==> config.mk <==
export PLATFORM = sky130hd
export DESIGN_NAME = pdcm_queue
export DESIGN_NICKNAME = d
export VERILOG_FILES = /design/src/rtl/pdcm_pkg.sv /design/src/rtl/pdcm_queue.sv
export SDC_FILE = /design/constraint.sdc
export NUM_CORES = 1
export LEC_CHECK = 0
export BUFFER_PORTS_ARGS = -buffer_cell sky130_fd_sc_hd__clkbuf_2
export CAP_MARGIN = 10
export CORE_UTILIZATION = 45
export CTS_CLUSTER_DIAMETER = 30
export CTS_CLUSTER_SIZE = 14
export DETAILED_ROUTE_END_ITERATION = 7
export HOLD_SLACK_MARGIN = 0.08
export PLACE_DENSITY = 0.71
export SKIP_LAST_GASP = 1
export SLEW_MARGIN = 20
export SYNTH_ARGS = -nofsm -noshare
export SYNTH_HDL_FRONTEND = slang
export SYNTH_SLANG_ARGS = --single-unit
export TNS_END_PERCENT = 1
==> constraint.sdc <==
create_clock -name clk -period 4.9 [get_ports clk]
set_input_delay 0.98 -clock clk [delete_from_list [all_inputs] [get_ports clk]]
set_output_delay 0.98 -clock clk [all_outputs]
set_load 0.05 [all_outputs]
==> src/rtl/pdcm_pkg.sv <==
package pdcm_pkg;

    // Tick counter and capture width
    localparam int CNT_W = 16;

    // Duty result width and full-scale value
    localparam int DUTY_W = 7;
    localparam logic [DUTY_W-1:0] DUTY_SCALE = DUTY_W'(100);

    // Product of high time and the duty scale
    localparam int PROD_W = CNT_W + DUTY_W;

    // Quotient bit counter of the divider
    localparam int STEP_W = $clog2(DUTY_W);

    // Measurement queue between front and back
    localparam int QUEUE_DEPTH = 2;
    localparam int QPTR_W      = (QUEUE_DEPTH > 1) ? $clog2(QUEUE_DEPTH) : 1;
    localparam int QCNT_W      = $clog2(QUEUE_DEPTH + 1);

    typedef logic [CNT_W-1:0] count_t;

    // One finished capture set, waiting for the divide
    typedef struct packed {
        count_t high;
        count_t period;
    } pdcm_job_t;

    // Queue status seen by both sides
    typedef struct packed {
        logic full;
        logic empty;
    } pdcm_q_stat_t;

endpackage

==> src/rtl/pdcm_queue.sv <==
module pdcm_queue
    import pdcm_pkg::*;
(
    input  logic          clk,
    input  logic          rst_n,
    input  logic          push,
    input  pdcm_job_t     push_job,
    input  logic          pop,
    output pdcm_job_t     pop_job,
    output pdcm_q_stat_t  q_stat
);

    pdcm_job_t mem_reg [QUEUE_DEPTH];

    logic [QPTR_W-1:0] wr_ptr_reg, wr_ptr_next;
    logic [QPTR_W-1:0] rd_ptr_reg, rd_ptr_next;
    logic [QCNT_W-1:0] count_reg, count_next;

    logic do_push;
    logic do_pop;

    assign q_stat.full  = (count_reg == QCNT_W'(QUEUE_DEPTH));
    assign q_stat.empty = (count_reg == '0);
    assign do_push      = push && !q_stat.full;
    assign do_pop       = pop && !q_stat.empty;
    assign pop_job      = mem_reg[rd_ptr_reg];

    // Advance pointers with wrap at the depth
    always_comb
    begin
        wr_ptr_next = wr_ptr_reg;
        rd_ptr_next = rd_ptr_reg;
        if (do_push)
        begin
            wr_ptr_next = (wr_ptr_reg == QPTR_W'(QUEUE_DEPTH - 1)) ? '0
                          : wr_ptr_reg + QPTR_W'(1);
        end
        if (do_pop)
        begin
            rd_ptr_next = (rd_ptr_reg == QPTR_W'(QUEUE_DEPTH - 1)) ? '0
                          : rd_ptr_reg + QPTR_W'(1);
        end
        count_next = count_reg + QCNT_W'(do_push) - QCNT_W'(do_pop);
    end

    always_ff @(posedge clk or negedge rst_n)
    begin
        if (!rst_n)
        begin
            wr_ptr_reg <= '0;
            rd_ptr_reg <= '0;
            count_reg  <= '0;
        end
        else
        begin
            wr_ptr_reg <= wr_ptr_next;
            rd_ptr_reg <= rd_ptr_next;
            count_reg  <= count_next;
        end
    end

    // Store the entry; payload needs no reset
    always_ff @(posedge clk)
    begin
        if (do_push)
        begin
            mem_reg[wr_ptr_reg] <= push_job;
        end
    end

endmodule

==> results.yml <==
timing:
  fmax_mhz: 335
  drv_slew: 0
  finClkSkew_ns: 0.00426
  rsz0062_at_grt: "false"
  worst_slack_ns: 1.91
  setup_viol: 0
  tns_ns: 0
  maxSlewHeadroom_pct: 33.7
  tightest_slew_ns: 0.995
  finalHoldViolCount: 0
  period_minus_slack_ns: 2.99
  fin_crit_sh_pct: 60.9
logic_synthesis:
  synthArstFlopShare_pct: 5.88
  synth_commonest_cells: "edfxtp_1 (64), mux2_4 (29), dfrtp_1 (4)"
  syn-num-nets: 156
  synth_top_family_by_area: "multiplexers"
  avgSynthCellArea_sq_um: 22.6
  synth_top_flop_cell: "edfxtp_1"
  netlist.area_leader.share_pct: 72.2
  synth_area_leader_cell: "edfxtp_1"
  synth_fa_ha_area_share_pct: 0.940
  synth_compound_area_share_pct: 0
  synth_xor_xnor_area_share_pct: 1.32
  synthCells: 118
  synthTopCellsByArea: "edfxtp_1 (72%), mux2_4 (16%), dfrtp_1 (3.8%), buf_12 (2.3%), mux2_2 (1.3%)"
  synthDistinctLibCells: 15
  ys_ff_latch: 68
  synth-edff-count: 64
  yosys.area_share.simple_pct: 1.22
  yosysWarningCount: 0
  synth.most_common_cell: "edfxtp_1"
  yosysSeqAreaShare_pct: 75.9
  synthMuxAreaShare_pct: 17.6
  synth_area_sq_um: 2660
finish:
  area_growth_pct: 22.0
  finish.utilization_pct: 57.9
  final_nets: 233
  largest_reg_flops: 64
  stdcell_count: 272
  drive_gt1_share_pct: 59.5
  final_area_sq_um: 3250
  n_antenna_cell: 0
clock_network:
  root_buffer: "clkbuf_8"
  cts_resized: 0
  post_cts_buffers: 0
  clock_path_buffers: 2
  path_clk_slew_ns: 0.07
  cts-buffers-inserted: 9
  cts_tree: "built"
  h-tree-depth: 3
  numClockSinks: 68
  holdBufCountCts: 0
  worstSkewPairLatency_ns: 0.32
route:
  antenna_left: 0
  routed_wirelength_um: 3880
  drt-initial-drc-count: 38
  drc_errors: 0
  routedWlPerCell_um: 14.3
  via_count: 1267
  viasPerCell: 4.66
  first_pass_iters: 4
place:
  placed_area_sq_um: 3040
  gp_congestion: 0.699
  place_inst: 256
  port-buffer-count: 69
  pre_cts_ws_ns: 2.22
flow_run:
  drv_cap: 0
setup_path:
  worst_ep_arrival_time_ns: 2.01
  worst_ep_required_time_ns: 3.92
  critPathCaptureType: "primary output"
  critPathMaxFanout: 33
  worstSetupPathType: "flop to primary output"
  start_kind: "flop"
grt:
  grt_pass1_vias: 1331
  grt_pass1_wl_um: 6020
  grt_use_total_pct: 13.7
  grt_overflow_total: 0
  antenna_found_initial: 0
  grt_start_max_net_pins: 34
floorplan:
  core_area_sq_um: 5610
  die_area_sq_um: 6230
  die_width_um: 78.9
  initial_core_util_pct: 47.5
  rows: 27
  die_h_um: 78.9
  io_pins: 70
pwr:
  power_leakage_uw: 0.00135
  ir_drop_mv: 0.551
  power_density_nw_per_um2: 717
hold_path:
  min_path_type: "input port to async pin"
status:
  status: "complete, no violations"
layer usage:
| metal | up-vias | share of wire [%] | GRT usage, % |
|---|---|---|---|
| li1 | 606 | - | - |
| met1 | 600 | 40 | 14.4 |
| met2 | 54 | 52 | 23.2 |
| met3 | 7 | 7.6 | 5.06 |
| met4 | 0 | 1.2 | 8.18 |
| met5 | - | 0 | 0 |
critical path, cell delays in order (launching register included):
cell,delay [ns]
dfrtp_2,1.03
mux2_2,0.42
clkbuf_2,0.23
area by class of cell:
| cell class | instances | area (sq um) |
|---|---|---|
| Fill cell | 454 | 2360 |
| Sequential cell | 68 | 2020 |
| Multi-Input combinational cell | 44 | 569 |
| Timing Repair Buffer | 70 | 353 |
| Clock buffer | 10 | 128 |
| Tap cell | 72 | 90.1 |
| Clock inverter | 6 | 78.8 |
| Inverter | 2 | 7.51 |
final timing paths:
| check | end | cells past startpoint | slack [ns] | from |
|---|---|---|---|---|
| setup / recovery | pop_job[26] | 2 | 1.91 | rd_ptr_reg |
| hold / removal | wr_ptr_reg | 1 | 0.45 | rst_n |
| setup reg to reg | mem_reg[0][1] | 3 | 3.10 | count_reg[1] |
| hold reg to reg | count_reg[1] | 1 | 0.52 | count_reg[1] |
| max in group asynchronous | rd_ptr_reg | 1 | 4.31 | rst_n |
| min in group clk | count_reg[1] | 1 | 0.52 | count_reg[1] |
cell families (layout without fill, tap and decap cells):
logic type	count (synthesis)	count (layout)
simple gates	6	6
buf+inv	6	88
mux	32	32
xor+xnor	4	4
fa+ha+maj	2	2
flops	68	68
metrics by stage:
| stage | power [uW] | hold slack [ns] |
|---|---|---|
| after detailed placement | 1890 | 0.509 |
| after global placement | 1870 | 0.482 |
| after global routing | 2430 | 0.436 |
| after floorplan | 1750 | 0.461 |
| after CTS | 2360 | 0.434 |
| final | 2330 | 0.454 |
cells in the final DEF (no fill, tap or decap):
cell type  instances
and3_1             1
clkbuf_1           1
dfrtp_1            3
edfxtp_1          64
clkinv_2           3
ha_1               2
nor2b_2            1
mux2_4            29
clkbuf_2          69
xor2_1             1
nand2b_1           1
mux2_2             3
nor2_4             1
nor2_1             1
xnor2_1            3
bufinv_16          2
clkbuf_8           9
buf_4              1
dfrtp_2            1
inv_1              2
clkinv_1           1
nand2_1            1
report_power, final:
part / switching, uW / leakage, uW / internal (uW)
sequential: 111 / 0.000640 / 799
clock: 183 / 0.000107 / 282
combinational: 633 / 0.000601 / 324
total: 927 / 0.00135 / 1400
(Power assumes the default switching activity.)
