**src/rtl/pdcm_pkg.sv**
```systemverilog
package pdcm_pkg;

    // Tick counter and capture width
    localparam int CNT_W = 16;

    // Duty result width and full-scale value
    localparam int DUTY_W = 7;
    localparam logic [DUTY_W-1:0] DUTY_SCALE = DUTY_W'(100);

    // Product of high time and the duty scale
    localparam int PROD_W = CNT_W + DUTY_W;

    // Quotient bit counter of the divider
    localparam int STEP_W = $clog2(DUTY_W);

    // Measurement queue between front and back
    localparam int QUEUE_DEPTH = 2;
    localparam int QPTR_W      = (QUEUE_DEPTH > 1) ? $clog2(QUEUE_DEPTH) : 1;
    localparam int QCNT_W      = $clog2(QUEUE_DEPTH + 1);

    typedef logic [CNT_W-1:0] count_t;

    // One finished capture set, waiting for the divide
    typedef struct packed {
        count_t high;
        count_t period;
    } pdcm_job_t;

    // Queue status seen by both sides
    typedef struct packed {
        logic full;
        logic empty;
    } pdcm_q_stat_t;

endpackage

```
**src/rtl/pdcm_in_if.sv**
```systemverilog
interface pdcm_in_if;
    logic valid;
    logic ready;
    logic line_level;

    modport source (output valid, output line_level, input ready);
    modport sink   (input valid, input line_level, output ready);
endinterface

```
**src/rtl/pdcm_front.sv**
```systemverilog
module pdcm_front
    import pdcm_pkg::*;
(
    input  logic          clk,
    input  logic          rst_n,
    pdcm_in_if.sink       sample,
    input  logic          cfg_wr_en,
    input  logic          cfg_wr_data,
    input  pdcm_q_stat_t  q_stat,
    output logic          push,
    output pdcm_job_t     push_job
);

    typedef enum logic [1:0] {
        WAIT_RISE,
        WAIT_FALL1,
        WAIT_RISE2,
        WAIT_FALL2
    } step_t;

    step_t  step_reg, step_next;
    count_t cnt_reg, cnt_next;
    count_t c1_reg, c1_next;
    count_t c2_reg, c2_next;
    logic   prev_reg, prev_next;
    logic   stopped_reg, stopped_next;
    logic   repeat_reg;

    logic accept;
    logic rising;
    logic falling;
    logic clear;

    // Stall the line only when the queue has no room
    assign sample.ready = !q_stat.full;
    assign accept       = sample.valid && sample.ready;
    assign rising       = !prev_reg && sample.line_level;
    assign falling      = prev_reg && !sample.line_level;

    // High time and period from the captures, pushed on the falling edge that closes a measurement
    assign push_job.high   = cnt_reg - c2_reg;
    assign push_job.period = cnt_reg - c1_reg;

    // Classify each item against the edge sequence
    always_comb
    begin
        step_next    = step_reg;
        cnt_next     = cnt_reg;
        c1_next      = c1_reg;
        c2_next      = c2_reg;
        prev_next    = prev_reg;
        stopped_next = stopped_reg;
        push         = 1'b0;
        clear        = 1'b0;

        if (accept && !stopped_reg)
        begin
            prev_next = sample.line_level;
            case (step_reg)
                WAIT_RISE:
                begin
                    if (rising)
                    begin
                        clear     = 1'b1;
                        step_next = WAIT_FALL1;
                    end
                end
                WAIT_FALL1:
                begin
                    if (falling)
                    begin
                        c1_next   = cnt_reg;
                        step_next = WAIT_RISE2;
                    end
                end
                WAIT_RISE2:
                begin
                    if (rising)
                    begin
                        c2_next   = cnt_reg;
                        step_next = WAIT_FALL2;
                    end
                end
                WAIT_FALL2:
                begin
                    if (falling)
                    begin
                        push      = 1'b1;
                        clear     = 1'b1;
                        step_next = WAIT_RISE;
                        if (!repeat_reg)
                        begin
                            stopped_next = 1'b1;
                        end
                    end
                end
                default:
                begin
                    step_next = WAIT_RISE;
                end
            endcase
            cnt_next = clear ? CNT_W'(1) : cnt_reg + CNT_W'(1);
        end
    end

    // Hold control state
    always_ff @(posedge clk or negedge rst_n)
    begin
        if (!rst_n)
        begin
            step_reg    <= WAIT_RISE;
            cnt_reg     <= '0;
            c1_reg      <= '0;
            c2_reg      <= '0;
            prev_reg    <= 1'b0;
            stopped_reg <= 1'b0;
            repeat_reg  <= 1'b0;
        end
        else
        begin
            step_reg    <= step_next;
            cnt_reg     <= cnt_next;
            c1_reg      <= c1_next;
            c2_reg      <= c2_next;
            prev_reg    <= prev_next;
            stopped_reg <= stopped_next;
            if (cfg_wr_en)
            begin
                repeat_reg <= cfg_wr_data;
            end
        end
    end

endmodule

```
**src/flat_wrapper.sv**
```systemverilog
// flat-port wrapper written by rule: the top's interface ports become plain ports
module pdcm_front_flat import pdcm_pkg::*;
  (clk, rst_n, cfg_wr_en, cfg_wr_data, q_stat, push, push_job, sample_valid, sample_line_level, sample_ready);
  pdcm_in_if sample_i ();
  input  logic clk;
  input  logic rst_n;
  input  logic cfg_wr_en;
  input  logic cfg_wr_data;
  input  pdcm_q_stat_t q_stat;
  output logic push;
  output pdcm_job_t push_job;
  input wire logic [$bits(sample_i.valid)-1:0] sample_valid;
  input wire logic [$bits(sample_i.line_level)-1:0] sample_line_level;
  output wire logic [$bits(sample_i.ready)-1:0] sample_ready;
  assign sample_i.valid = sample_valid;
  assign sample_i.line_level = sample_line_level;
  assign sample_ready = sample_i.ready;
  pdcm_front u_core (.clk(clk), .rst_n(rst_n), .sample(sample_i), .cfg_wr_en(cfg_wr_en), .cfg_wr_data(cfg_wr_data), .q_stat(q_stat), .push(push), .push_job(push_job));
endmodule
```
**config.mk**
```make
export PLATFORM = sky130hd
export DESIGN_NAME = pdcm_front_flat
export DESIGN_NICKNAME = d
export VERILOG_FILES = /design/src/rtl/pdcm_pkg.sv /design/src/rtl/pdcm_in_if.sv /design/src/rtl/pdcm_front.sv /design/src/flat_wrapper.sv
export SDC_FILE = /design/constraint.sdc
export NUM_CORES = 1
export LEC_CHECK = 0
export BUFFER_PORTS_ARGS = -buffer_cell sky130_fd_sc_hd__buf_2
export CORE_UTILIZATION = 31
export CTS_CLUSTER_SIZE = 20
export DETAILED_ROUTE_END_ITERATION = 8
export SLEW_MARGIN = 25
export SYNTH_ARGS = -nofsm -noshare
export SYNTH_HDL_FRONTEND = slang
export SYNTH_SLANG_ARGS = --single-unit
```
**constraint.sdc**
```tcl
create_clock -name clk -period 2.7 [get_ports clk]
set_input_delay 0.27 -clock clk [delete_from_list [all_inputs] [get_ports clk]]
set_output_delay 0.27 -clock clk [all_outputs]
set_load 0.05 [all_outputs]
```
==> results.ini, run 1 <==
[clock_tree]
cts_buffers = 5
hold_buffers = 0
cts-root-buf = clkbuf_16
clock_sinks = 53
htreeDepth = 2
insertion_delay_ns = 0.28
clk_path_buf_depth = 2
cts_tree = done
cts.clk_slew.worst_paths_ns = 0.06

[synthesis]
ys_types = 51
synthTopCellsByArea = dfrtp_1, ha_1, o21ai_0, xnor2_1, nand2_1
synth_area_sq_um = 3850
ys_seq_area_share_pct = 34.45
async_flop_share_pct = 100.0
yosysTopAreaCell = dfrtp_1
synthesis.nets = 495
synth_edf_count = 0
synth_flop_cell = dfrtp_1
synth_seq_cells = 53
ys_warn_count = 0
synth_top_area_share_pct = 34.45
syn_inst = 449
avgSynthCellArea_sq_um = 8.574

[setup_path]
cp_slowest_cell = dfrtp_1
crit_required_ns = 2.43
path_cells = ha_4 > fa_2 > nor2b_2 > o211ai_1 > a2111oi_2 > buf_4 > o22ai_4 > xnor2_2 > buf_6
path_class = register to output pin
critPathTopFamily = compound AO/OA/AOI/OAI gates
cp-end-kind = output pin
cp.arrival_ns = 2.49
cp-start-kind = register
crit_buf_inv = 2
max_stage_delay_ns = 0.41
cp_max_fo = 3

[placement]
pre_cts_slack_ns = -0.03142
gp_congestion = 0.7965
dp_hpwl_mm = 6.589
io_buffers = 40

[route]
drtPass1Iterations = 4
antenna_left = 0
viasPerCell = 4.955
vias = 3429
routed_wl_mm = 8.698
wl_per_cell_um = 12.57
post-route-drc-count = 0
drt-initial-drc-count = 91

[status]
violations = negative setup slack
status = complete, but fails checks

[grt]
grt_use_total_pct = 14.30
grt_pass1_wl_mm = 15.27
grt_pass1_vias = 3473
grt_start_max_net_pins = 54
antenna_found_initial = 0
grt.overflow.total = 0

[floorplan]
die-area_sq_um = 12870
rows = 40
io_pins = 42
die_w_um = 113.4
coreArea_sq_um = 12060
fp.dieH_um = 113.4
start_util_pct = 31.92

[final_layout]
area_growth_pct = 29.51
utilization_pct = 41.34
layout_commonest_cell = dfrtp_1
regArea_sq_um = 1330
final_cell_mix = dfrtp_1, nand2_1, inv_1
filler_cell_count = 1212
n_antenna_cell = 0
multiInputGateArea_sq_um = 2562
final_nets = 569
drive_gt1_share_pct = 27.10

[timing]
whs_ns = 0.08889
fin_ws_ns = -0.06384
period_needed_ns = 2.764
skew_ns = 0.008513
rsz0062_at_grt = yes
max_freq_ghz = 0.3618
worst_pin_slew_ns = 0.6664
setup_viol = 2
period_share_pct = 102.4
slew_viol_final = 0
max_slew_margin_pct = 55.57
hold_violations = 0

[job]
cap_viol_max_count = 0

[min_path]
holdCritPathClass = input port to asynchronous set/reset pin

-- cells by family (layout without fill, tap and decap cells) --
logic type      count (synthesis)  count (layout)  share of synthesized area [%]
simple gates                  137             137                          17.35
compound gates                123             123                          19.56
buf+inv                        57             132                          5.687
flops                          53              53                          34.45
fa+ha+maj                      38              38                          12.74
xor+xnor                       27              27                          6.142
mux                            14              14                          4.062
-- synth_stat cells, types with 3 or more instances --
cell / n
clkbuf_1: 8
o22ai_1: 3
a21oi_1: 28
nor3_1: 5
xor2_1: 4
nand2_1: 49
nand4_1: 5
o21a_1: 6
inv_1: 47
and3_1: 7
o21ai_0: 50
a211o_1: 3
nor2_1: 29
a21o_1: 7
mux2_2: 13
nor2b_1: 10
or3_1: 6
nand3_1: 11
dfrtp_1: 53
and2_1: 3
o211ai_1: 3
ha_1: 36
a31oi_1: 3
a211oi_1: 3
xnor2_1: 23
-- through the flow --
stage	instances	instance area (sq um)	setup TNS, ns
floorplan	449	3901	-0.1884
global placement	673	4464	-0.1214
detailed placement	673	4464	-0.03848
CTS	687	4857	-0.5539
global route	692	4986	-0.7030
finish	692	4986	-0.08353
-- what timing repair did --
| item | CTS | global route |
|---|---|---|
| setup endpoints to repair | 17 | 19 |
| gates resized for setup | 54 | 30 |
| pin swaps | 12 | 15 |
| setup buffers | 6 | 6 |
-- routing by layer --
layer	share of wire [%]	GRT usage [%]
met1	42	16.33
met2	55	28.38
met3	2.5	2.125
met4	0.37	2.105
met5	0	0
-- area by class of cell --
class	instances	share of cell area, %
clock inverter	1	0.1506
timing repair buffer	77	11.37
tap	168	4.216
clock buffer	7	2.660
inverter	47	3.538
sequential	53	26.68
multi-input combinational	339	51.39
-- path summary, 6_finish.rpt --
check | start | end | slack [ns] | cells after the start
worst max-delay path | u_core.c2_reg[0] | push_job[28] | -0.06 | 9
worst min-delay path | rst_n | u_core.step_reg[0] | 0.09 | 2
worst max register to register | u_core.stopped_reg | u_core.cnt_reg[12] | 0.76 | 4
worst min register to register | u_core.c1_reg[14] | u_core.c1_reg[14] | 0.49 | 2
max in group asynchronous | rst_n | u_core.cnt_reg[4] | 2.11 | 2
min in group clk | cfg_wr_en | u_core.repeat_reg | 0.17 | 2
Power of run 1 is not shown: default switching activity piles up to over one toggle a cycle in this logic, so the estimate is an artifact.
==> run 2, diff against run 1 <==
Settings changed: CORE_UTILIZATION 31 to 35.
==> run 2 against run 1 <==
  * The run still ends with negative setup slack left
  * Via count decreased by 1.9%
  * Critical path depth rose by 1
  * Setup slack got worse by 0.037 ns
  * Final cell count shrank 4.5%
  * Clock skew increased by 0.0027 ns
  * Register-to-register slack improved by 0.02 ns
  * Clock-buffer cell count did not move
  * Largest cell class unchanged
==> results.ini, run 2 (same netlist as run 1, synthesis figures left out) <==
[status]
status = complete, but fails checks
violations = negative setup slack

[final_layout]
final_nets = 570  ; +0.18%
layout_commonest_cell = dfrtp_1
final_cell_mix = dfrtp_1, nand2_1, inv_1
drive_gt1_share_pct = 28.00  ; +0.90 points
n_antenna_cell = 0  ; unchanged
filler_cell_count = 1017  ; -16%
area_growth_pct = 28.70

[grt]
grt_pass1_wl_mm = 15.08  ; -1.2%
grt_pass1_vias = 3341  ; -3.8%
grt_use_total_pct = 16.00  ; +1.7 points
antenna_found_initial = 0  ; unchanged
grt.overflow.total = 0  ; unchanged
grt_start_max_net_pins = 22  ; -59%

[route]
wl_per_cell_um = 13.05  ; +3.9%
drtPass1Iterations = 4  ; unchanged
routed_wl_mm = 8.629  ; -0.79%
post-route-drc-count = 0  ; unchanged
viasPerCell = 5.091  ; +2.7%
vias = 3365  ; -1.9%
antenna_left = 0  ; unchanged
drt-initial-drc-count = 81  ; -11%

[timing]
fin_ws_ns = -0.1008  ; -0.03698 ns
tns_ns = -0.3046  ; -0.2211 ns
slew_viol_final = 0  ; unchanged
worst_pin_slew_ns = 0.4984  ; -0.1680 ns
hold_violations = 0  ; unchanged
period_needed_ns = 2.801  ; +0.03698 ns
rsz0062_at_grt = yes
skew_ns = 0.01123  ; +0.002715 ns
period_share_pct = 103.7  ; +1.4 points
setup_viol = 7  ; +5
max_freq_ghz = 0.3570  ; -1.3%
max_slew_margin_pct = 66.62  ; +11 points

[clock_tree]
clock_sinks = 53  ; unchanged
cts-root-buf = clkbuf_8
cts.clk_slew.worst_paths_ns = 0.10  ; +0.04 ns
insertion_delay_ns = 0.31  ; +0.03 ns
clk_path_buf_depth = 2  ; unchanged
cts_buffers = 5  ; unchanged
htreeDepth = 2  ; unchanged
cts_tree = done

[setup_path]
cp_common_cell = buf_6
path_cells = inv_2 > buf_6 > ha_4 > fa_2 > nor2b_4 > o2111ai_4 > a21oi_4 > o21ai_1 > a211o_1 > buf_6
crit_required_ns = 2.43  ; about the same
path_class = register to output pin
cp.arrival_ns = 2.53  ; +0.04 ns
cp_slowest_cell = fa_2
cp-start-kind = register
max_stage_delay_ns = 0.38  ; -0.03 ns
cp_max_fo = 4  ; +1
cp-end-kind = output pin

[floorplan]
die_w_um = 106.9  ; -5.8%
rows = 37  ; -7.5%
fp.dieH_um = 106.9  ; -5.8%
die-area_sq_um = 11420  ; -11%
coreArea_sq_um = 10510  ; -13%
io_pins = 42  ; unchanged
start_util_pct = 36.64  ; +4.7 points

[min_path]
holdCritPathClass = input port to register

[placement]
gp_congestion = 0.8053  ; +1.1%
io_buffers = 40  ; unchanged
dp_hpwl_mm = 6.564  ; -0.38%

[job]
cap_viol_max_count = 0  ; unchanged

==> run 2: per-stage QoR <==
step,instance area [sq um],util [%],hold slack [ns],instances,worst slack [ns]
finish,4955,47.15,0.1312,661,-0.1008
global route,4955,47.15,0.1319,661,-0.2253
CTS,4778,45.47,0.1298,653,-0.1213
detailed placement,4454,42.39,0.2363,645,-0.06500
global placement,4454,42.39,0.2322,645,-0.05829
floorplan,3901,-,-0.02559,449,-0.1687
==> run 2: worst paths after layout <==
| kind | startpoint | endpoint | slack, ns | cells past startpoint |
|---|---|---|---|---|
| hold reg to reg | u_core.c1_reg[13] | u_core.c1_reg[13] | 0.49 | 2 |
| hold / removal | cfg_wr_en | u_core.repeat_reg | 0.13 | 2 |
| max in group asynchronous | rst_n | u_core.cnt_reg[3] | 1.61 | 3 |
| min in group asynchronous | rst_n | u_core.c2_reg[15] | 0.42 | 2 |
| setup reg to reg | u_core.step_reg[1] | u_core.cnt_reg[15] | 0.78 | 6 |
| setup / recovery | u_core.cnt_reg[0] | push_job[14] | -0.10 | 10 |
==> run 2: what timing repair did <==
item / CTS / global route
endpoints found under the setup margin: 17 / 18
buffers inserted: 1 / 8
hold buffers: 1 / 0
pin swaps: 11 / 20
hold endpoints to repair: 17 / 0
gates resized for setup: 54 / 34
==> run 2: final cells by class <==
class,count,area [sq um],share of cell area [%]
well taps,136,170.2,3.434
repair buffers,78,575.6,11.62
clock buffers,7,96.34,1.944
multi-input cells,339,2603,52.53
inverters,47,176.4,3.561
clock inverters,1,5.005,0.1010
flip-flops and latches,53,1329,26.82
==> run 2: per-layer routing <==
| layer | up-vias | global-route usage, % | routed length, um | share of wire (%) |
|---|---|---|---|---|
| met4 | 0 | 2.935 | 53 | 0.61 |
| met1 | 1611 | 19.61 | 3953 | 46 |
| met2 | 35 | 29.95 | 4444 | 52 |
| li1 | 1713 | - | - | - |
| met3 | 6 | 2.067 | 177 | 2.1 |
| met5 | - | 0 | 0 | 0 |
==> run 2: worst max-delay path: cells and delay by family (launching register included) <==
kind	cells	cell delay, ns
AO/OA/AOI/OAI	4	0.81
adder cells (fa/ha/maj)	2	0.54
AND/OR/NAND/NOR	1	0.16
buffers and inverters	3	0.35
flip-flops	1	0.37
Power of run 2 is left out for the same reason.
